--- src/rtl/core/iuod_ram.sv ---
// Generic single-port-write, single-port-read RAM with registered read data.
module iuod_ram #(
   parameter int WIDTH = 2,
   parameter int DEPTH = 16
) (
   input  logic                     clock,
   input  logic                     wr_en,
   input  logic [$clog2(DEPTH)-1:0] wr_addr,
   input  logic [WIDTH-1:0]         wr_data,
   input  logic                     rd_en,
   input  logic [$clog2(DEPTH)-1:0] rd_addr,
   output logic [WIDTH-1:0]         rd_data
);

   logic [WIDTH-1:0] mem_ff [DEPTH];
   logic [WIDTH-1:0] rd_data_ff;

   // Write port
   always_ff @(posedge clock) begin
      if (wr_en) begin
         mem_ff[wr_addr] <= wr_data;
      end
   end

   // Registered read port, holds between reads
   always_ff @(posedge clock) begin
      if (rd_en) begin
         rd_data_ff <= mem_ff[rd_addr];
      end
   end

   assign rd_data = rd_data_ff;

endmodule

--- config.mk ---
export PLATFORM = sky130hd
export DESIGN_NAME = iuod_ram
export DESIGN_NICKNAME = d
export VERILOG_FILES = /design/src/rtl/core/iuod_ram.sv
export SDC_FILE = /design/constraint.sdc
export NUM_CORES = 1
export LEC_CHECK = 0
export ABC_AREA = 1
export BUFFER_PORTS_ARGS = -buffer_cell sky130_fd_sc_hd__buf_2
export CAP_MARGIN = 0
export CORE_AREA = 2 2 59 61
export CTS_BUF_LIST = sky130_fd_sc_hd__clkbuf_16
export CTS_CLUSTER_SIZE = 40
export DETAILED_ROUTE_END_ITERATION = 10
export DIE_AREA = 0 0 61 63
export HOLD_SLACK_MARGIN = 0.12
export PLACE_DENSITY = 0.79
export RECOVER_POWER = 100
export SYNTH_ARGS = -nofsm -noshare
export SYNTH_HDL_FRONTEND = slang
export SYNTH_SLANG_ARGS = --single-unit
--- constraint.sdc ---
create_clock -name clock -period 1.3 [get_ports clock]
set_input_delay 0.195 -clock clock [delete_from_list [all_inputs] [get_ports clock]]
set_output_delay 0.195 -clock clock [all_outputs]
set_load 0.01 [all_outputs]
# --- After elaboration in Yosys (flattened, before gate mapping) ---
# Memory sizes are Yosys's and may differ from the RTL's. A register that Yosys moved wholly into a read port is not among the register bits.
# Index checks and enable logic that the tools add are counted.
totals:
  register_bits: 0
  ram_bits: 32
  in_bits: 13
  memories: 1
memory_table:
  columns: ["memory", "depth", "width", "read_ports", "rd_clocked_by_memory_dff", "write_ports", "line", "text"]
  rows:
  - ["mem_ff", 16, 2, 1, 1, 1, "15", "logic [WIDTH-1:0] mem_ff [DEPTH];"]
op_classes:
  mux: 2
ops:
  columns: ["cell", "n"]
  rows:
  - ["$mux W1", 2]

# --- Logic depth before layout (Yosys ltp) ---
# Gate-level depths: netlist of the first run.
logic_depth:
  depth_word: 2
  mapped_depth: 8

# --- Worst setup path before layout of the first run ---
# Ideal clock, no wire load.
synth_path:
  path_type: "input-to-reg"
  startpoint: "in rd_addr[0]"
  endpoint: "reg rd_data_ff[0], in the netlist rd_data[0], read port of mem_ff (data pin)"
  setup_ps: 253
  t_arrival_ps: 769
  required_time_ps: 1047
  path_slack_ps: 278
  stages: 8
  n_path_buf: 2
  cell_sequence: "buf_6 -> inv_4 -> buf_6 -> nand2_1 -> nand3_1 -> nand3_1 -> nand3_1 -> nand2_1"
synth_lines:
  columns: ["item", "line", "text"]
  rows:
  - ["start, declared", "11", "input logic [$clog2(DEPTH)-1:0] rd_addr,"]
  - ["end, declared", "16", "logic [WIDTH-1:0] rd_data_ff;"]

==> summary.txt, run 1 <==
Routing
  • DRC: 0
  • DRT Pass-1 Iters: 4
  • Final WL: 2834 µm
  • Iter 0 DRT Violations: 28
  • Routed via count: 1061
  • Via density: 4.758
  • Antenna Nets Post-Route: 0
  • Routed len/inst: 12.71 µm

STA
  • Final Max Slew Viols: 0
  • Setup TNS: 0 ns
  • Final worst path period need: 1.077 ns
  • # setup viols final: 0
  • Period utilization: 82.81%
  • RSZ-0062 raised after global routing: no
  • Hold WS: 0.1868 ns
  • Clock skew: 0.001984 ns
  • Max-slew headroom: 58.46%
  • Max Freq: 928.9 MHz
  • Final hold violation count: 0
  • Slew of the pin with the lowest slew margin: 0.6231 ns

Finish
  • Synth-to-layout area growth: 14.19%
  • Nets@finish: 189
  • Final cell count without fillers: 223
  • Fillcell total: 286
  • Antenna Cells: 0
  • Layout cells sized above 1: 7.910%

Synth
  • Post-synth top cells: 47 x nand2_1, 34 x edfxtp_1, 28 x inv_1
  • Unique masters post-synth: 11
  • Async SR Flop Fraction: 0%
  • Ys Warns: 0
  • Cell Area, Synth: 1551 µm²
  • Yosys top cell area share: 65.81%
  • Area leader, netlist: edfxtp_1
  • Count of state elements after synthesis: 34
  • Largest cells by area after synthesis: edfxtp_1 66%, nand2_1 11%, nand3_1 8.1%
  • Synth Net Count: 172
  • Avg Inst Size Synth: 9.758 µm²
  • Seq/Total Area, Yosys: 65.81%
  • Mapped Cells: 159
  • Count leader, synth: nand2_1
  • Top_reg_cell synth: edfxtp_1
  • Number of synthesized flops with an enable pin: 34

Critical path
  • Crit path arrival time: 1.10 ns
  • Kind of critical path: register to register
  • FF-to-FF Start: mem_ff[1][0]$_DFFE_PP_
  • Critical Path Slowest Stage Cell: edfxtp_1
  • WP data required: 1.33 ns
  • Critical Path End Type: register
  • CP Cell Sequence: inv_1 > nand2_1 > nand3_1 > nand3_1 > nand3_1 > nand2_1
  • Worst R2R Setup Slack: 0.22 ns
  • End of the worst register-to-register path: rd_data[0]$_DFFE_PP_
  • CP peak stage delay: 0.37 ns
  • CP Buf/Inv Count: 1
  • Top cell by count, worst path: nand3_1
  • Worst setup path startpoint: mem_ff[1][0]$_DFFE_PP_
  • Reg2Reg Depth: 6
  • Crit-path max FO: 1
  • CP startpoint kind: register
  • Crit path to: rd_data[0]$_DFFE_PP_
  • Crit-path leading delay family: simple AND/OR/NAND/NOR gates
  • Critical Path Stages: 6

Global route
  • Vias in the first global route: 1048
  • Initial antenna violation count: 0
  • First-pass GRT wire length: 4719 µm
  • Pin count of the biggest net entering global routing: 18
  • Grt ovf: 0
  • Total track usage: 17.18%

Clocking
  • Post-CTS Hold Fix Bufs: 0
  • Root Buffer: clkbuf_16
  • Post-CTS resize count: 0
  • CTS tree: done
  • Latest clock arrival within the worst-skew pair: 0.27 ns
  • Setup bufs post-CTS: 0
  • CTS clk-pin slew, worst paths: 0.05 ns
  • Maximum clock insertion buffer count: 2
  • Max H-tree Level: 2
  • Sinks on the clock net: 34
  • Num CTS Buffers: 5

Placement
  • Buffers on Ports: 14
  • Post-DP HPWL: 2014 µm
  • GPL Wtd Cong: 0.8277
  • Placed insts: 215

Pwr
  • Part of the power in registers: 50.4%
  • Leakage: 0.7632 nW
  • Switching Power: 0.4970 mW
  • Pwr Density: 1395 nW/µm²
  • Sw frac: 20.11%
  • Peak VDD IR: 0.001002 V
  • Combinational power share: 6.1%
  • Clk network pwr share: 43.5%
  • Internal power component: 1.974 mW

Hold path
  • Hold Path Class: primary input to register

Flow run
  • Max_cap viols: 0

Floorplan
  • Die area: 3843 µm²
  • Die Wd: 61 µm
  • Core Area: 3232 µm²
  • Starting Density: 48.01%
  • Row count: 21
  • I/O Pins: 15
  • DIE HEIGHT: 63 µm

Status
  • Status: finished, final reports clean
[worst min path at each step]
stage | from | end | depth (start not counted)
floorplan | wr_data[0] | mem_ff[0][0]$_DFFE_PP_ | 0
global placement | rd_en | rd_data[0]$_DFFE_PP_ | 1
detailed placement | rd_en | rd_data[1]$_DFFE_PP_ | 1
CTS | rd_en | rd_data[0]$_DFFE_PP_ | 1
global route | rd_en | rd_data[1]$_DFFE_PP_ | 1
finish | rd_en | rd_data[0]$_DFFE_PP_ | 1
[power groups by stage]
| stage | registers, mW | clock network [mW] | logic [mW] |
|---|---|---|---|
| finish | 1.24 | 1.07 | 0.152 |
| global route | 1.25 | 1.14 | 0.176 |
| CTS | 1.24 | 1.10 | 0.157 |
| detailed placement | 1.26 | 0 | 0.156 |
| global placement | 1.26 | 0 | 0.153 |
| floorplan | 1.27 | 0 | 0.0986 |
[layer usage]
layer,vias to the layer above,part of all wire [%],global-route usage [%]
met5,-,0,0
met2,22,50,27.55
met4,0,2.5,8.967
met3,6,3.5,3.520
li1,542,-,-
met1,491,44,21.30
[cells by family (layout without fill, tap and decap cells)]
kind of cell	count (synthesis)	in the layout	share of synthesized area, %
DFF	34	34	65.81
buffers and inverters	34	52	9.677
and+or+nand+nor	91	91	24.52
[area by class of cell]
| cell class | instances | area, µm² | area share (%) |
|---|---|---|---|
| clock buffer | 5 | 125.1 | 7.062 |
| clock inverter | 3 | 12.51 | 0.7062 |
| inverter | 30 | 115.1 | 6.497 |
| multi-input combinational | 91 | 380.4 | 21.47 |
| sequential | 34 | 1021 | 57.63 |
| tap | 46 | 57.56 | 3.249 |
| timing repair buffer | 14 | 60.06 | 3.390 |
[flip-flops by register name, indices dropped and copies added (netlist names)]
register,count
rd_data,2
mem_ff,32
[stage by stage]
| step | setup slack [ns] | cell area, µm² | total power [mW] | util, % |
|---|---|---|---|---|
| 3_3_place_gp | 0.08990 | 1644 | 1.416 | 50.87 |
| 6_report | 0.2235 | 1772 | 2.471 | 54.82 |
| 2_1_floorplan | 0.2780 | 1551 | 1.365 | - |
| 3_5_place_dp | 0.03302 | 1644 | 1.420 | 50.87 |
| 4_1_cts | 0.2220 | 1782 | 2.501 | 55.13 |
| 5_1_grt | 0.1274 | 1772 | 2.563 | 54.82 |
[cell usage in the layout (no fill, tap or decap)]
cell / n
nand3_1: 25
buf_2: 6
clkbuf_1: 8
edfxtp_1: 34
clkinv_1: 1
nor2_1: 17
nand3b_1: 2
nand2_1: 47
inv_1: 29
inv_2: 1
clkbuf_16: 5
clkinv_2: 1
inv_4: 1
No activity file was read; power rests on OpenSTA's default activity.
==> inputs of run 2 (changes only) <==
--- a/config.mk
+++ b/config.mk
@@ -14,7 +14,7 @@
 export DETAILED_ROUTE_END_ITERATION = 10
 export DIE_AREA = 0 0 61 63
 export HOLD_SLACK_MARGIN = 0.12
-export PLACE_DENSITY = 0.79
+export PLACE_DENSITY = 0.81
 export RECOVER_POWER = 100
 export SYNTH_ARGS = -nofsm -noshare
 export SYNTH_HDL_FRONTEND = slang
==> constraint.sdc (replaced) <==
create_clock -name clock -period 0.98 [get_ports clock]
set_input_delay 0.147 -clock clock [delete_from_list [all_inputs] [get_ports clock]]
set_output_delay 0.147 -clock clock [all_outputs]
set_load 0.01 [all_outputs]
==> run 2 against run 1 <==
Against the previous run: the run now ends with setup timing left; sequential power up 33%; register-to-register slack worse by 0.28 ns; worst hold slack improved by 0.032 ns; global-route usage grew 1.9 points; largest cell class unchanged; highest routed layer unchanged.
==> summary.txt, run 2 (synthesis gave the netlist of run 1 again) <==
Critical path
  • Critical Path Stages: 6
  • Crit-path leading delay family: simple AND/OR/NAND/NOR gates
  • Reg2Reg Depth: 6
  • WP data required: 1.02 ns
  • CP startpoint kind: register
  • CP peak stage delay: 0.35 ns
  • Worst R2R Setup Slack: -0.06 ns
  • CP Cell Sequence: inv_1 > nand2_1 > nand3_2 > nand3_1 > nand3_1 > nand2_1
  • Crit-path max FO: 1
  • Critical Path Slowest Stage Cell: edfxtp_1
  • Crit path arrival time: 1.07 ns
  • CP Buf/Inv Count: 1
  • FF-to-FF Start: mem_ff[4][1]$_DFFE_PP_
  • Critical Path End Type: register
  • Kind of critical path: register to register
  • Worst setup path startpoint: mem_ff[4][1]$_DFFE_PP_
  • End of the worst register-to-register path: rd_data[1]$_DFFE_PP_

Clocking
  • Max H-tree Level: 2
  • Num CTS Buffers: 5
  • CTS clk-pin slew, worst paths: 0.05 ns
  • Root Buffer: clkbuf_16
  • Latest clock arrival within the worst-skew pair: 0.28 ns
  • Sinks on the clock net: 34
  • Maximum clock insertion buffer count: 2
  • CTS tree: done

Status
  • Failing checks: setup timing
  • Status: finished, violations left

Finish
  • Antenna Cells: 0
  • Synth-to-layout area growth: 18.06%
  • Commonest non-fill, non-tap cell in the layout: nand2_1
  • Multi-input gate area: 412.9 µm²
  • Largest register FFs: 32
  • Register name with the most flops: mem_ff
  • Fillcell total: 275
  • Register Area: 1021 µm²
  • Nets@finish: 192
  • Layout cells sized above 1: 14.44%
  • Final cell count without fillers: 226
  • Core Util, Final: 56.68%
  • Most frequent cells in the layout: 46 x nand2_1, 34 x edfxtp_1, 28 x inv_1, 19 x nand3_1, 17 x nor2_1

Floorplan
  • Die Wd: 61 µm
  • Row count: 21
  • I/O Pins: 15
  • Die area: 3843 µm²
  • Starting Density: 48.01%
  • DIE HEIGHT: 63 µm
  • Core Area: 3232 µm²

Pwr
  • Pwr Density: 1820 nW/µm²
  • Leakage: 0.7949 nW
  • Total power draw: 3.333 mW
  • Internal power component: 2.632 mW
  • Peak VDD IR: 0.001358 V
  • Switching Power: 0.7016 mW
  • Sw frac: 21.05%
  • Clk network pwr share: 43.6%
  • Combinational power share: 6.9%
  • Part of the power in registers: 49.5%

STA
  • Final worst path period need: 1.038 ns
  • Max-slew headroom: 54.77%
  • # setup viols final: 2
  • Slew of the pin with the lowest slew margin: 0.6784 ns
  • Final Max Slew Viols: 0
  • Max Freq: 963.2 MHz
  • Period utilization: 105.9%
  • Final hold violation count: 0
  • Clock skew: 0.002445 ns
  • RSZ-0062 raised after global routing: yes
  • Hold WS: 0.2185 ns
  • Final WS setup: -0.05816 ns

Global route
  • First-pass GRT wire length: 5002 µm
  • Initial antenna violation count: 0
  • Total track usage: 19.09%
  • Pin count of the biggest net entering global routing: 17
  • Vias in the first global route: 1092
  • Grt ovf: 0

Hold path
  • Hold Path Class: primary input to register
  • Hold depth: 3
  • Hold path endpoint: rd_data[1]$_DFFE_PP_
  • Hold Startpoint: rd_addr[3]

Placement
  • Placed insts: 217
  • GPL Wtd Cong: 0.8285
  • Buffers on Ports: 14
  • Post-DP HPWL: 2173 µm
  • Post-Place Worst Slack: -0.1518 ns

Routing
  • Routed via count: 1109
  • Final WL: 3085 µm
  • Via density: 4.907
  • Routed len/inst: 13.65 µm
  • DRT Pass-1 Iters: 4
  • Iter 0 DRT Violations: 30
  • Antenna Nets Post-Route: 0
  • DRC: 0

Flow run
  • Max_cap viols: 0
-- run 2: cell count changes in the layout (fill, tap and decap cells not counted), sizes merged --
| cell | delta |
|---|---|
| buf | +2 |
| dlygate4sd3 | +1 |
-- run 2: metal layers --
layer	GRT usage, %	wire length (µm)
met4	15.49	167
met5	0	0
met2	29.30	1552
met3	5.590	184
met1	21.11	1181
-- run 2: worst max-delay path by stage --
stage / slack (ns) / to
floorplan: 0.006 / rd_data[0]$_DFFE_PP_
global placement: -0.12 / rd_data[1]$_DFFE_PP_
detailed placement: -0.15 / rd_data[0]$_DFFE_PP_
CTS: -0.05 / rd_data[0]$_DFFE_PP_
global route: -0.14 / rd_data[1]$_DFFE_PP_
finish: -0.06 / rd_data[1]$_DFFE_PP_
-- run 2: per-stage QoR --
step | instance area (µm²) | TNS (ns)
3_5_place_dp | 1659 | -1.190
5_1_grt | 1832 | -0.2648
2_1_floorplan | 1551 | 0
4_1_cts | 1807 | -0.08665
6_report | 1832 | -0.1113
3_3_place_gp | 1659 | -0.7665
-- run 2: repair_timing --
action                                  in CTS  in global routing
setup buffers                                0                  0
endpoints found under the setup margin       2                  2
pin swaps                                   10                  3
cloned                                       0                  0
resized for setup                            0                  8
hold buffers                                 1                  0
endpoints found under the hold margin        2                  0
-- run 2: power groups by stage --
stage,Sequential (mW),Combinational [mW],Clock (mW)
4_1_cts,1.65,0.223,1.49
2_1_floorplan,1.68,0.131,0
5_1_grt,1.65,0.259,1.55
3_5_place_dp,1.68,0.219,0
3_3_place_gp,1.68,0.213,0
6_report,1.65,0.229,1.45
-- run 2: worst register-to-register path: stages (launching register included) --
cell and delay [ns]:
edfxtp_1 0.35, inv_1 0.08, nand2_1 0.08, nand3_2 0.08, nand3_1 0.08, nand3_1 0.08
nand2_1 0.05
-- run 2: area by class of cell --
cell class                      instances  area share [%]
Clock buffer                            5           6.831
Clock inverter                          3          0.6831
Inverter                               30           6.284
Multi-Input combinational cell         91           22.54
Sequential cell                        34           55.74
Tap cell                               46           3.142
Timing Repair Buffer                   17           4.781
==> inputs of run 3 (changes only) <==
--- a/config.mk
+++ b/config.mk
@@ -16,6 +16,7 @@
 export HOLD_SLACK_MARGIN = 0.12
 export PLACE_DENSITY = 0.81
 export RECOVER_POWER = 100
+export SETUP_SLACK_MARGIN = 0.05
 export SYNTH_ARGS = -nofsm -noshare
 export SYNTH_HDL_FRONTEND = slang
 export SYNTH_SLANG_ARGS = --single-unit
==> run 3 against run 2 <==
Against the previous run: the run still ends with setup timing left; sequential power about the same; first-iteration DRC count grew 6.7%; critical path type unchanged; register-to-register slack hardly changed; wire length fell by 3.5%; combinational power fell by 3%; clock power about the same; global-route usage is 0.22 points lower; count of clock-buffer cells in the layout is the same; core utilization fell by 0.62 points; clock skew is essentially flat; fmax increased by 0.83%; largest power group unchanged.
==> summary.txt, run 3 (synthesis gave the netlist of run 1 again) <==
Status
  • Status: finished, violations left
  • Failing checks: setup timing

Critical path
  • Crit path arrival time: 1.07 ns
  • WP data required: 1.02 ns
  • CP Cell Sequence: inv_1 > nand2_2 > nand3_2 > nand3_1 > nand3_1 > nand2_1
  • Top cell by count, worst path: nand3_1
  • Critical Path End Type: register
  • Critical Path Slowest Stage Cell: edfxtp_1
  • CP peak stage delay: 0.35 ns
  • Crit-path leading delay family: simple AND/OR/NAND/NOR gates
  • CP Buf/Inv Count: 1
  • Kind of critical path: register to register
  • CP startpoint kind: register
  • Crit-path max FO: 1

Finish
  • Register name with the most flops: mem_ff
  • Synth-to-layout area growth: 16.77%
  • Antenna Cells: 0
  • Nets@finish: 191
  • Fillcell total: 295
  • Commonest non-fill, non-tap cell in the layout: nand2_1
  • Most frequent cells in the layout: 45 x nand2_1, 34 x edfxtp_1, 28 x inv_1, 23 x nand3_1, 17 x nor2_1
  • Layout cells sized above 1: 11.73%
  • Core Util, Final: 56.06%
  • Largest register FFs: 32

Routing
  • Final WL: 2978 µm
  • Iter 0 DRT Violations: 32
  • DRC: 0
  • Routed via count: 1090
  • Routed len/inst: 13.24 µm
  • Via density: 4.844
  • Antenna Nets Post-Route: 0
  • DRT Pass-1 Iters: 4

STA
  • Max-slew headroom: 53.24%
  • Max Freq: 971.3 MHz
  • Slew of the pin with the lowest slew margin: 0.7013 ns
  • Period utilization: 105.1%
  • Final hold violation count: 0
  • # setup viols final: 2
  • Final WS setup: -0.04957 ns
  • Setup TNS: -0.09565 ns
  • Final worst path period need: 1.030 ns
  • Clock skew: 0.002216 ns
  • RSZ-0062 raised after global routing: yes
  • Final Max Slew Viols: 0

Floorplan
  • Die Wd: 61 µm
  • Die area: 3843 µm²
  • DIE HEIGHT: 63 µm
  • Row count: 21
  • Starting Density: 48.01%
  • Core Area: 3232 µm²
  • I/O Pins: 15

Clocking
  • Num CTS Buffers: 5
  • Sinks on the clock net: 34
  • CTS clk-pin slew, worst paths: 0.05 ns
  • Maximum clock insertion buffer count: 2
  • Max H-tree Level: 2
  • CTS tree: done
  • Root Buffer: clkbuf_16
  • Latest clock arrival within the worst-skew pair: 0.28 ns

Placement
  • Post-DP HPWL: 2042 µm
  • Buffers on Ports: 14
  • GPL Wtd Cong: 0.9143

Pwr
  • Leakage: 0.7753 nW
  • Pwr Density: 1849 nW/µm²
  • Peak VDD IR: 0.001418 V

Global route
  • Vias in the first global route: 1101
  • Total track usage: 18.87%
  • Pin count of the biggest net entering global routing: 18
  • Grt ovf: 0
  • First-pass GRT wire length: 4905 µm
  • Initial antenna violation count: 0

Flow run
  • Max_cap viols: 0

Hold path
  • Hold Path Class: primary input to register
-- run 3: final timing paths --
kind	start	endpoint	slack (ns)	cells past startpoint
max reg2reg	mem_ff[13][1]$_DFFE_PP_	rd_data[1]$_DFFE_PP_	-0.05	6
min	rd_addr[3]	rd_data[0]$_DFFE_PP_	0.21	3
min reg2reg	mem_ff[3][1]$_DFFE_PP_	rd_data[1]$_DFFE_PP_	0.77	6
max	mem_ff[13][1]$_DFFE_PP_	rd_data[1]$_DFFE_PP_	-0.05	6
-- run 3: worst reg2reg max path, cell delays in order, from the launching register on --
cell and delay, ns:
edfxtp_1 0.35, inv_1 0.08, nand2_2 0.07, nand3_2 0.07
nand3_1 0.08, nand3_1 0.09, nand2_1 0.05
-- run 3: area by class of cell --
| type | count | area [µm²] | area share [%] |
|---|---|---|---|
| Tap cell | 46 | 57.56 | 3.177 |
| Clock buffer | 5 | 125.1 | 6.906 |
| Inverter | 30 | 117.6 | 6.492 |
| Sequential cell | 34 | 1021 | 56.35 |
| Multi-Input combinational cell | 91 | 395.4 | 21.82 |
| Timing Repair Buffer | 16 | 78.83 | 4.351 |
| Clock inverter | 3 | 16.27 | 0.8978 |
-- run 3: repair_timing --
action                                 CTS  global route
pin swaps                               18             0
setup endpoints to repair                3             4
buffers inserted                         0             0
hold buffers                             1             0
resized for setup                        4             0
endpoints found under the hold margin    2             0
-- run 3: stage by stage --
stage | instances | power (mW) | instance area [µm²] | hold WS (ns) | setup slack, ns
after floorplan | 159 | 1.813 | 1558 | 0.2459 | 0.01278
after global placement | 216 | 1.889 | 1654 | 0.3694 | -0.1738
after detailed placement | 216 | 1.894 | 1654 | 0.3800 | -0.1864
after CTS | 225 | 3.369 | 1821 | 0.2063 | -0.03443
after global routing | 225 | 3.469 | 1812 | 0.2364 | -0.1489
final | 225 | 3.351 | 1812 | 0.2093 | -0.04957
-- run 3: report_power, final --
part | leakage, nW | internal, mW | switching [mW]
clock network | 0.0672 | 0.925 | 0.555
registers | 0.309 | 1.64 | 0.00753
logic | 0.399 | 0.0703 | 0.152
total | 0.775 | 2.64 | 0.715
-- run 3: layer usage --
layer,up-vias,GRT usage [%],wire length [µm]
li1,545,-,-
met1,505,20.67,1218
met2,28,29.57,1465
met3,12,7.039,137
met4,0,12.50,158
met5,-,0,0
