### config.mk
export PLATFORM = sky130hd
export DESIGN_NAME = iuod_csr
export DESIGN_NICKNAME = d
export VERILOG_FILES = /design/src/rtl/core/iuod_pkg.sv /design/src/rtl/core/iuod_csr.sv
export SDC_FILE = /design/constraint.sdc
export NUM_CORES = 1
export LEC_CHECK = 0
export BUFFER_PORTS_ARGS = -buffer_cell sky130_fd_sc_hd__buf_2
export CORE_MARGIN = 2
export CORE_UTILIZATION = 40
export CTS_CLUSTER_DIAMETER = 80
export DETAILED_ROUTE_END_ITERATION = 16
export PLACE_DENSITY = 0.67
export SLEW_MARGIN = 10
export SYNTH_ARGS = -nofsm -noshare
export SYNTH_HDL_FRONTEND = slang
export SYNTH_SLANG_ARGS = --single-unit
### constraint.sdc
create_clock -name clock -period 1.11 [get_ports clock]
set_input_delay 0.0555 -clock clock [delete_from_list [all_inputs] [get_ports clock]]
set_output_delay 0.0555 -clock clock [all_outputs]
set_load 0.005 [all_outputs]
### src/rtl/core/iuod_pkg.sv
// Package of the upscale dither unit: sizes, register map, types and pixel mapping.
package iuod_pkg;

   // Source frame and scaling limits
   localparam int SRC_WIDTH   = 160;
   localparam int SRC_HEIGHT  = 144;
   localparam int MAX_SCALE   = 12;
   localparam int ADDR_BITS   = 24;

   localparam int FRAME_DEPTH = SRC_WIDTH * SRC_HEIGHT;
   localparam int FRAME_AW    = $clog2(FRAME_DEPTH);
   localparam int ROW_W       = $clog2(SRC_HEIGHT);
   localparam int COL_W       = $clog2(SRC_WIDTH);
   localparam int SCL_W       = $clog2(MAX_SCALE + 1);

   // Field widths
   localparam int FIELD_W     = 8;
   localparam int SHADE_W     = 2;
   localparam int PIXEL_W     = 8;
   localparam int ADDR_W      = 24;
   localparam int POS_W       = 12;
   localparam int PITCH_W     = 13;
   localparam int SCALE_REG_W = 4;
   localparam int RECT_Y_W    = 13;
   localparam int RECT_SZ_W   = 11;

   // Canvas coordinate widths, wide enough for dest plus the scaled image
   localparam int CANVAS_X_W  = $clog2((1 << POS_W) + SRC_WIDTH * MAX_SCALE);
   localparam int CANVAS_Y_W  = $clog2((1 << POS_W) + SRC_HEIGHT * MAX_SCALE);

   // Stream packing
   localparam int REQ_TDATA_W = 24;
   localparam int RSP_FIELD_W = PIXEL_W + ADDR_W + POS_W + RECT_Y_W + 2 * RECT_SZ_W;
   localparam int RSP_TDATA_W = ((RSP_FIELD_W + 7) / 8) * 8;
   localparam int RSP_TUSER_W = 2;

   // Configuration port
   localparam int CSR_AW      = 5;
   localparam int CSR_DW      = 32;

   typedef enum logic [CSR_AW-3:0] {
      REG_SCALE        = 3'd0,
      REG_DEST_X       = 3'd1,
      REG_DEST_Y       = 3'd2,
      REG_CANVAS_WIDTH = 3'd3,
      REG_QUALITY_MODE = 3'd4,
      REG_FIRST_ROW    = 3'd5,
      REG_LAST_ROW     = 3'd6
   } reg_index_type;

   typedef enum logic {
      ACT_WRITE  = 1'b0,
      ACT_RENDER = 1'b1
   } action_type;

   typedef struct packed {
      logic [SCALE_REG_W-1:0] scale;
      logic [POS_W-1:0]       dest_x;
      logic [POS_W-1:0]       dest_y;
      logic [PITCH_W-1:0]     canvas_width;
      logic                   quality_mode;
      logic [FIELD_W-1:0]     first_row;
      logic [FIELD_W-1:0]     last_row;
   } cfg_type;

   localparam cfg_type CFG_RESET = '{
      scale:        4'd1,
      dest_x:       12'd0,
      dest_y:       12'd0,
      canvas_width: 13'd1,
      quality_mode: 1'b0,
      first_row:    8'd0,
      last_row:     8'd143
   };

   typedef enum logic [1:0] {
      ST_IDLE,
      ST_FETCH,
      ST_ADDR,
      ST_EMIT
   } state_type;

   // Shade to gray, shade to dither level, 2x2 threshold matrix
   localparam logic [PIXEL_W-1:0] GRAY_OF [4] = '{8'hFF, 8'hAA, 8'h55, 8'h00};
   localparam logic [2:0]         LEVEL_OF [4] = '{3'd0, 3'd1, 3'd3, 3'd4};
   localparam logic [2:0]         THRESH [2][2] = '{'{3'd0, 3'd2}, '{3'd3, 3'd1}};

   localparam logic [PIXEL_W-1:0] PIX_BLACK = 8'h00;
   localparam logic [PIXEL_W-1:0] PIX_WHITE = 8'hFF;

   // Zero acts as one, anything above the limit acts as the limit
   function automatic logic [SCL_W-1:0] eff_scale(input logic [SCALE_REG_W-1:0] raw);
      logic [SCL_W-1:0] res;
      if (raw == '0) begin
         res = SCL_W'(1);
      end else if (int'(raw) > MAX_SCALE) begin
         res = SCL_W'(MAX_SCALE);
      end else begin
         res = SCL_W'(raw);
      end
      return res;
   endfunction

   // Clamp the last row to the frame height
   function automatic logic [ROW_W-1:0] clamp_row(input logic [FIELD_W-1:0] raw);
      logic [ROW_W-1:0] res;
      if (int'(raw) > SRC_HEIGHT - 1) begin
         res = ROW_W'(SRC_HEIGHT - 1);
      end else begin
         res = ROW_W'(raw);
      end
      return res;
   endfunction

   // Gray level in quality mode, Bayer black/white otherwise
   function automatic logic [PIXEL_W-1:0] shade_pixel(
      input logic               qmode,
      input logic [SHADE_W-1:0] shade,
      input logic               ypar,
      input logic               xpar
   );
      logic [PIXEL_W-1:0] res;
      if (qmode) begin
         res = GRAY_OF[shade];
      end else if (THRESH[ypar][xpar] < LEVEL_OF[shade]) begin
         res = PIX_BLACK;
      end else begin
         res = PIX_WHITE;
      end
      return res;
   endfunction

endpackage

### src/rtl/core/iuod_csr.sv
// Configuration registers of the upscale dither unit behind the APB-style port.
module iuod_csr import iuod_pkg::*; (
   input  logic              clock,
   input  logic              reset,
   input  logic              csr_psel,
   input  logic              csr_penable,
   input  logic              csr_pwrite,
   input  logic [CSR_AW-1:0] csr_paddr,
   input  logic [CSR_DW-1:0] csr_pwdata,
   output logic [CSR_DW-1:0] csr_prdata,
   output logic              csr_pready,
   output cfg_type           cfg
);

   cfg_type       cfg_ff;
   cfg_type       cfg_in;
   reg_index_type reg_sel;
   logic          wr_fire;

   assign csr_pready = 1'b1;
   assign wr_fire    = csr_psel & csr_penable & csr_pwrite & csr_pready;
   assign reg_sel    = reg_index_type'(csr_paddr[CSR_AW-1:2]);

   // Decode a write into the addressed register
   always_comb begin
      cfg_in = cfg_ff;
      if (wr_fire) begin
         case (reg_sel)
            REG_SCALE:        cfg_in.scale        = csr_pwdata[SCALE_REG_W-1:0];
            REG_DEST_X:       cfg_in.dest_x       = csr_pwdata[POS_W-1:0];
            REG_DEST_Y:       cfg_in.dest_y       = csr_pwdata[POS_W-1:0];
            REG_CANVAS_WIDTH: cfg_in.canvas_width = csr_pwdata[PITCH_W-1:0];
            REG_QUALITY_MODE: cfg_in.quality_mode = csr_pwdata[0];
            REG_FIRST_ROW:    cfg_in.first_row    = csr_pwdata[FIELD_W-1:0];
            REG_LAST_ROW:     cfg_in.last_row     = csr_pwdata[FIELD_W-1:0];
            default:          cfg_in              = cfg_ff;
         endcase
      end
   end

   always_ff @(posedge clock) begin
      if (reset) begin
         cfg_ff <= CFG_RESET;
      end else begin
         cfg_ff <= cfg_in;
      end
   end

   // Read back the addressed register
   always_comb begin
      case (reg_sel)
         REG_SCALE:        csr_prdata = CSR_DW'(cfg_ff.scale);
         REG_DEST_X:       csr_prdata = CSR_DW'(cfg_ff.dest_x);
         REG_DEST_Y:       csr_prdata = CSR_DW'(cfg_ff.dest_y);
         REG_CANVAS_WIDTH: csr_prdata = CSR_DW'(cfg_ff.canvas_width);
         REG_QUALITY_MODE: csr_prdata = CSR_DW'(cfg_ff.quality_mode);
         REG_FIRST_ROW:    csr_prdata = CSR_DW'(cfg_ff.first_row);
         REG_LAST_ROW:     csr_prdata = CSR_DW'(cfg_ff.last_row);
         default:          csr_prdata = '0;
      endcase
   end

   assign cfg = cfg_ff;

endmodule

[Yosys cells after proc, flatten, opt, wreduce, memory -nomap -nowiden]
Cells that the tools add are included.
Word-level totals
  bits in registers: 58
  word-level logic and storage cells: 24
Operators by class
  equality and inequality tests: 6
  multiplexer cells: 1
  bitwise operators: 2
  reduce and logical (&&, ||, !) cells: 8
Operator list (number)
  $pmux W13 S7: 1
  $reduce_and A2 Y1: 7
  $eq A3 B3 Y1 const B: 3
  $eq A3 B2 Y1 const B: 2
  $eq A3 B1 Y1 const B: 1
  $logic_not A3 Y1: 1
  $and A1 B1 Y1: 2

[Depth between registers and ports, before layout]
Gate-level depths: netlist of run 1.
  depth in word-level cells: 3
  depth in mapped cells: 6

[Least setup slack after synthesis of run 1]
No wires, ideal clock.
  path kind: input to register
  start: in csr_paddr[2]
  end: reg cfg_ff (netlist bit cfg[1])
  setup time: 72 ps
  data arrival time: 948 ps
  required time: 1038 ps
  path slack: 90 ps
  stages: 5
  path buffers: 2
  cells stage by stage: buf_6 -> and4b_4 -> and3_1 -> buf_6 -> mux2i_1
On the way
  cells in the longest elaborated chain, start to end: 2
Ends and longest elaborated chain
  start: declaration: RTL line iuod_csr.sv:8  | input logic [CSR_AW-1:0] csr_paddr,
  $eq A3 B3 Y1: RTL line iuod_csr.sv:28  | case (reg_sel)
  $reduce_and A2 Y1 (no source line)
  end signal: assignment: RTL line iuod_csr.sv:45  | cfg_ff <= cfg_in;
  end: declaration: RTL line iuod_csr.sv:15  | cfg_type cfg_ff;
Every way passes these cells.
A chain may end at the register's enable or synchronous reset.

[Worst setup path after layout of run 1]
  start: reg cfg_ff (netlist bit cfg[18])
  end: out csr_prdata[1]
On the way
  cells in the longest elaborated chain, start to end: 1
Ends and longest elaborated chain
  $pmux W13 S7: RTL line iuod_csr.sv:51  | case (reg_sel)
  end: declaration: RTL line iuod_csr.sv:10  | output logic [CSR_DW-1:0] csr_prdata,
Every way passes these cells.

==> results.ini, run 1 <==
[outcome]
status=finished with violations
violations=setup timing

[synthesis]
async_flop_share=0
synth.area.top_cells=dfxtp_1 (38%), mux2i_1 (19%), nand2b_1 (13%)
synth_area_sq_mm=0.003057
yosys_warnings=0
ys_types=33
synth_top_area_cell=dfxtp_1
syn_avg_cell_area_sq_um=9.797
ys_seq_area_frac=0.3799
synth_ff_type=dfxtp_1
synthCells=312
yosys.area.top_type_share=0.3799
ys_ff_latch=58
synth-edff-count=0

[layout]
final_common_cell=buf_2
largest_reg_flops=58
final_cell_mix=buf_2 (91), nand2b_1 (62), mux2i_1 (59), buf_4 (42), dfxtp_1 (35)
drive_gt1_frac=0.4531
antennaDiodeCount=0
syn_to_final_growth_pct=31.85
nets=476
finalInstanceArea_sq_mm=0.004030

[sta]
fmax_mhz=691.1
period_share=1.304
whs_ns=0.02023
fin_tns_setup_ns=-2.693
finalHoldViolCount=0
setup_ws_ns=-0.3370
period_minus_slack_ns=1.447
fin_skew_ns=0
slew_violations=0
setup_violations=12
rsz0062_at_grt=true

[clock_tree]
cts_buffers=9
cts_buffer_depth=2
cts_tree=built
cts-htree-levels=3
cts_root_buffer=clkbuf_8
clkTransAtPathRegs_ns=0.06
numClockSinks=58
clock_latency_ns=0.33

[routing]
wl_per_cell_microns=15.43
dr_total_vias=2600
wirelength_microns=8272
detail_route.vias_per_cell=4.851
drtIter0Drc=129
drt_first_pass_iters=4
drc=0
ant_nets=0

[floorplan]
start_util=0.4170
num_rows=31
die-area_sq_mm=0.008357
fp.coreArea_sq_mm=0.007331
fp.dieH_microns=91.42
fp.dieW_microns=91.42
ios=133

[global_route]
overflow=0
grt_max_degree=64
grt_pass1_vias=2507
antenna_found_initial=0
grt_pass1_wl_microns=13080
grt_use_total=0.2001

[power_and_ir_drop]
cellPowerDensity_mw_per_mm2=1052
ir_drop_v=0.0006919
p_leak_nw=2.075

[worst_setup_path]
cp_max_fo=2
endpoint_kind=output pin
timing.critical_path.required_ns=1.05
worstPathCellList=mux4_2 > nor2_2 > a21oi_1 > buf_2
cp-start-kind=register
cp.arrival_ns=1.39
max_stage_delay_ns=0.48
worstSetupPathType=reg -> out
crit_slowest_cell=mux4_2

[min_path]
hold_class=in -> reg

[placed_design]
portBuffers=91
hpwl_microns=6048
routabilityCongestion=0.8340
post-place-ws_ns=-0.1723
place_area_sq_mm=0.003695

[run]
drv_cap=0

[worst max-delay path: cells and delay by family (launching register included)]
kind                   cells  cell delay (ns)
AO/OA/AOI/OAI              1             0.04
buffers and inverters      1             0.13
AND/OR/NAND/NOR            1             0.09
multiplexers               1             0.48
flip-flops                 1             0.31
[power by group]
group / total [mW] / internal (mW) / switching [mW]
clock network: 1.66 / 0.837 / 0.823
logic: 0.470 / 0.219 / 0.251
registers: 2.11 / 2.10 / 0.0117
[final cells by class]
class                   instances  area (sq um)
clock inverters                 3         17.52
clock buffers                  11         141.4
inverters                       1         3.754
fillers                       698          3301
flip-flops and latches         58          1190
repair buffers                137         830.8
well taps                      99         123.9
multi-input cells             227          1723
[worst paths after layout]
path                      start       endpoint  slack (ns)  depth (start not counted)
setup / recovery        cfg[18]  csr_prdata[1]       -0.34                          4
hold reg to reg         cfg[32]        cfg[32]        0.48                          2
setup reg to reg        cfg[54]        cfg[54]        0.39                          3
hold / removal    csr_pwdata[7]         cfg[7]        0.02                          3
[repair_timing]
item | 4_1_cts | 5_1_grt
pin swaps | 2 | 2
gates resized for setup | 22 | 16
buffers inserted | 7 | 2
hold buffers | 2 | 0
setup endpoints to repair | 12 | 13
hold endpoints to repair | 2 | 0
[synth_stat cells (2+ instances only)]
master	number
a221oi_1	5
o21ai_0	3
dfxtp_1	58
and3_1	2
nor2_1	19
buf_6	6
conb_1	2
mux2_2	9
a2bb2oi_1	2
nand2_2	3
mux2i_1	59
clkbuf_1	11
buf_2	6
nand2b_1	62
nand3_1	3
o211ai_1	2
a22oi_1	9
nand2_1	3
buf_4	21
nor2b_1	6
a21oi_1	6
and3b_1	4
[logic make-up after synthesis]
| family | share of synthesized area |
|---|---|
| and+or+nand+nor | 0.2137 |
| muxes | 0.2337 |
| AOI/OAI and AO/OA | 0.07204 |
| DFF | 0.3799 |
| other | 0.002457 |
| buffers and inverters | 0.09824 |
[stage by stage]
step           cells  total power [mW]    util
6_report         536             4.240  0.5498
5_1_grt          536             4.443  0.5498
4_1_cts          534             4.275  0.5414
3_5_place_dp     511             2.601  0.5040
3_3_place_gp     511             2.597  0.5040
2_1_floorplan    330             2.468       -
[routing by layer]
| metal | share of wire | wire length (microns) | track usage |
|---|---|---|---|
| met5 | 0 | 0 | 0 |
| met4 | 0.0070 | 58 | 0.04419 |
| met3 | 0.060 | 500 | 0.07303 |
| met2 | 0.48 | 3982 | 0.3156 |
| met1 | 0.45 | 3731 | 0.2613 |
Note: power is estimated with default switching activity, not from simulation.
==> run 2, diff against run 1 <==
CORE_UTILIZATION = 48   (was 40)
PLACE_DENSITY = 0.79   (was 0.67)
==> run 2 against run 1 <==
The run still ends with setup timing left. Cell count fell by 3.7%. Largest power group is now the clock network. Utilization rose by 10 points. Combinational power rose by 3%. Count of clock-buffer cells in the layout rose by 1. Critical endpoint is now csr_prdata[7]. Register-to-register slack got worse by 0.15 ns. Fmax fell by 3.4%.
==> results.ini, run 2 (synthesized netlist as in run 1, its figures left out) <==
[worst_setup_path]
crit_slowest_cell=dfxtp_2
timing.critical_path.required_ns=1.05  ; about the same
max_stage_delay_ns=0.33  ; -0.15 ns
worstSetupPathType=reg -> out
worstPathCellList=mux2_4 > a221oi_4 > a21oi_2 > buf_2
crit_buf_inv=1  ; unchanged
cp_max_fo=3  ; +1
endpoint_kind=output pin
cp.arrival_ns=1.44  ; +0.05 ns
cp-start-kind=register
crit_family=compound AO/OA/AOI/OAI gates

[placed_design]
portBuffers=91  ; unchanged
place_area_sq_mm=0.003632  ; -1.7%
routabilityCongestion=0.8194  ; -1.8%
hpwl_microns=5750  ; -4.9%

[routing]
drtIter0Drc=170  ; +32%
detail_route.vias_per_cell=5.182  ; +6.8%
wirelength_microns=8567  ; +3.6%
drc=0  ; unchanged
drt_first_pass_iters=4  ; unchanged
dr_total_vias=2674  ; +2.8%
wl_per_cell_microns=16.60  ; +7.6%
ant_nets=0  ; unchanged

[layout]
syn_to_final_growth_pct=33.40
antennaDiodeCount=0  ; unchanged
drive_gt1_frac=0.4624  ; +0.009325
nets=476  ; unchanged
final_common_cell=buf_2
largest_reg_flops=58  ; unchanged
post-route-util=0.6534  ; +0.1036
final_cell_mix=buf_2 (91), nand2b_1 (62), mux2i_1 (59), buf_4 (44), dfxtp_1 (34)
finalInstanceArea_sq_mm=0.004078  ; +1.2%

[floorplan]
num_rows=29  ; -6.5%
start_util=0.4898  ; +0.07281
fp.dieH_microns=83.80  ; -8.3%
fp.dieW_microns=83.80  ; -8.3%
ios=133  ; unchanged
die-area_sq_mm=0.007022  ; -16%
fp.coreArea_sq_mm=0.006241  ; -15%

[outcome]
status=finished with violations
violations=setup timing

[clock_tree]
cts-htree-levels=3  ; unchanged
cts_buffer_depth=2  ; unchanged
clock_latency_ns=0.34  ; about the same
numClockSinks=58  ; unchanged
cts_tree=built
cts_buffers=9  ; unchanged
clkTransAtPathRegs_ns=0.07  ; about the same
cts_root_buffer=clkbuf_8

[sta]
setup_ws_ns=-0.3883  ; -0.05127 ns
rsz0062_at_grt=true
period_minus_slack_ns=1.498  ; +0.05127 ns
fmax_mhz=667.4  ; -3.4%
finalHoldViolCount=0  ; unchanged
slew_violations=0  ; unchanged
whs_ns=0.01742  ; -0.002813 ns
setup_violations=12  ; unchanged
period_share=1.350  ; +0.04619
fin_skew_ns=0  ; unchanged

[power_and_ir_drop]
cellPowerDensity_mw_per_mm2=1188  ; +13%
p_leak_nw=2.104  ; +1.4%
combPwrFrac=0.099  ; -0.012
ir_drop_v=0.0008636  ; +25%
internal-power_mw=3.705  ; +17%
sequentialPowerShare=0.436  ; -0.061
swShare=0.2350  ; -0.02111
power.total_mw=4.843  ; +14%
clock_power_share=0.465  ; +0.073
p_switching_mw=1.138  ; +4.8%

[global_route]
grt_pass1_wl_microns=13480  ; +3.1%
grt_max_degree=76  ; +19%
grt_use_total=0.2419  ; +0.04188
grt_pass1_vias=2702  ; +7.8%
antenna_found_initial=0  ; unchanged
overflow=0  ; unchanged

[run]
drv_cap=0  ; unchanged

[min_path]
hold_class=in -> reg

run 2: worst register-to-register path, delay by kind of cell (launching register included):
kind	cells	cell delay (ns)
buf+inv	2	0.26
flops	1	0.33
simple gates	1	0.08
mux	1	0.09
run 2: repair_timing:
item                                   CTS  global route
setup endpoints to repair               13            12
hold buffers                             1             0
resized for setup                       29            13
pin swaps                                3             3
endpoints found under the hold margin    1             0
buffers inserted                        10             3
run 2: worst paths after layout:
check	from	end	slack [ns]	cells after the start
min reg2reg	cfg[28]	cfg[28]	0.48	2
max reg2reg	cfg[34]	cfg[34]	0.24	4
min	csr_pwdata[1]	cfg[1]	0.02	3
max	cfg[37]	csr_prdata[7]	-0.39	4
run 2: power by group through the flow:
stage               registers, mW  logic [mW]  clock network (mW)
finish                       2.11       0.482                2.25
global route                 2.11       0.520                2.36
CTS                          2.11       0.461                2.25
detailed placement           2.16       0.440                   0
global placement             2.16       0.433                   0
floorplan                    2.15       0.313                   0
run 2: metal layers:
metal	wire length, microns	up-vias	share of wire	track usage
li1	-	1276	-	-
met1	3737	1288	0.44	0.2980
met2	4154	98	0.48	0.4073
met3	552	12	0.064	0.06528
met4	123	0	0.014	0.08504
met5	0	-	0	0
run 2: layout make-up:
type / instances / area [sq um]
clock inverter: 4 / 73.82
clock buffer: 12 / 155.1
tap: 77 / 96.34
timing repair buffer: 137 / 815.8
multi-input combinational: 227 / 1742
inverter: 1 / 3.754
sequential: 58 / 1191
fill: 518 / 2163
run 2: metrics by stage:
step | setup TNS, ns | worst slack [ns] | instances
after detailed placement | -6.355 | -0.1664 | 486
after floorplan | 0 | 0.09015 | 330
final | -2.824 | -0.3883 | 516
after CTS | -2.962 | -0.3772 | 513
after global placement | -3.697 | -0.1306 | 486
after global routing | -3.592 | -0.4408 | 516
==> run 3, diff against run 2 <==
BUFFER_PORTS_ARGS = unset   (was -buffer_cell sky130_fd_sc_hd__buf_2)
CORE_UTILIZATION = 60   (was 48)
DONT_BUFFER_PORTS = 1   (was unset)
PLACE_DENSITY = 0.74   (was 0.79)
==> run 3 against run 2 <==
The run ends with hold timing, setup timing left. Utilization is 2.7 points higher. Cell area is 20% lower. Register-to-register slack better by 0.14 ns. Highest routed layer unchanged.
==> results.ini, run 3 (synthesized netlist as in run 1, its figures left out) <==
[worst_setup_path]
ff2ff_setup_slack_ns=0.38  ; +0.14 ns
timing.critical_path.required_ns=1.05  ; about the same
cp.arrival_ns=1.28  ; -0.16 ns
startpoint=cfg[43]
worstSetupPathType=reg -> out
cp_max_fo=3  ; unchanged
endpoint_kind=output pin
timing.rr.start=cfg[49]
cp-start-kind=register

[sta]
fin_skew_ns=0  ; unchanged
whs_ns=-0.1705  ; -0.1880 ns
finalHoldViolCount=58  ; +58
setup_violations=12  ; unchanged
fmax_mhz=748.1  ; +12%
period_share=1.204  ; -0.1456
period_minus_slack_ns=1.337  ; -0.1616 ns
fin_tns_setup_ns=-1.629  ; +1.195 ns
rsz0062_at_grt=true
slew_violations=0  ; unchanged
setup_ws_ns=-0.2267  ; +0.1616 ns

[global_route]
overflow=0  ; unchanged
grt_max_degree=76  ; unchanged
grt_pass1_vias=2118  ; -22%
antenna_found_initial=0  ; unchanged
grt_pass1_wl_microns=10740  ; -20%
grt_use_total=0.2623  ; +0.02031

[layout]
drive_gt1_frac=0.2565  ; -0.2059
syn_to_final_growth_pct=7.286
antennaDiodeCount=0  ; unchanged
post-route-util=0.6808  ; +0.02741
nets=345  ; -28%
finalInstanceArea_sq_mm=0.003279  ; -20%
final_cell_count_no_fill=375  ; -27%
largest_reg_flops=58  ; unchanged
final_common_cell=nand2b_1
final_cell_mix=nand2b_1 (62), mux2i_1 (59), dfxtp_1 (32), dfxtp_2 (26), conb_1 (20)

[floorplan]
fp.coreArea_sq_mm=0.004817  ; -23%
start_util=0.6345  ; +0.1448
fp.dieH_microns=75.38  ; -10%
fp.dieW_microns=75.38  ; -10%
num_rows=25  ; -14%
die-area_sq_mm=0.005681  ; -19%
ios=133  ; unchanged

[clock_tree]
post-cts-setup-buffer-count=0  ; -10
cts_buffers=9  ; unchanged
cts_buffer_depth=2  ; unchanged
cts_root_buffer=clkbuf_8
cts-htree-levels=3  ; unchanged
cts_tree=built
clock_latency_ns=0.33  ; about the same
numClockSinks=58  ; unchanged
clkTransAtPathRegs_ns=0.06  ; about the same

[placed_design]
portBuffers=0  ; -100%
hpwl_microns=4578  ; -20%
post-place-ws_ns=0.05697  ; +0.2234 ns
routabilityCongestion=0.8200  ; about the same
place_inst=359  ; -26%
place_area_sq_mm=0.002957  ; -19%

[routing]
drc=0  ; unchanged
ant_nets=0  ; unchanged
drtIter0Drc=115  ; -32%
wirelength_microns=7247  ; -15%
wl_per_cell_microns=19.33  ; +16%
detail_route.vias_per_cell=5.717  ; +10%
dr_total_vias=2144  ; -20%
drt_first_pass_iters=4  ; unchanged

[outcome]
violations=hold timing, setup timing
status=finished with violations

[power_and_ir_drop]
ir_drop_v=0.0009046  ; +4.8%
power.total_mw=4.152  ; -14%
p_leak_nw=1.437  ; -32%
cellPowerDensity_mw_per_mm2=1266  ; +6.6%

[min_path]
hold_class=in -> reg
min_from=reset

[run]
drv_cap=0  ; unchanged

==> run 3: cell count changes in the layout (fill, tap and decap cells not counted), sizes merged <==
cell,before,now
buf,136,6
clkbuf,12,14
dlygate4sd3,1,0
bufinv,2,0
==> run 3: metal layers <==
metal  part of all wire  vias to the layer above  GRT usage
li1                   -                     1015          -
met1               0.45                     1024     0.3336
met2               0.45                       96     0.3894
met3              0.088                        9    0.09656
met4              0.015                        0     0.1384
met5                  0                        -          0
==> run 3: timing repair <==
action,CTS,global route
pin swaps,3,4
endpoints found under the hold margin,58,58
endpoints found under the setup margin,12,12
resized for setup,35,16
==> run 3: final cells by class <==
class                      instances  area (sq um)
multi-input combinational        227          1770
fill                             405          1538
sequential                        58          1194
clock buffer                      14         172.7
tap                               67         83.83
timing repair buffer               6         45.04
clock inverter                     2         10.01
inverter                           1         3.754
==> run 3: critical path: stages (launching register included) <==
cell and delay, ns:
dfxtp_2 0.33, mux4_2 0.46, nor2_2 0.10, a21oi_1 0.06
==> run 3: report_power, final <==
part	internal, mW	leakage (nW)	switching, mW
logic	0.125	0.861	0.126
clock network	0.988	0.0965	0.799
registers	2.10	0.480	0.0163
==> run 3: worst paths after layout <==
kind / endpoint / cells after the start
worst max-delay path: csr_prdata[1] / 3
worst min-delay path: cfg[29] / 1
worst max register to register: cfg[49] / 2
worst min register to register: cfg[31] / 2
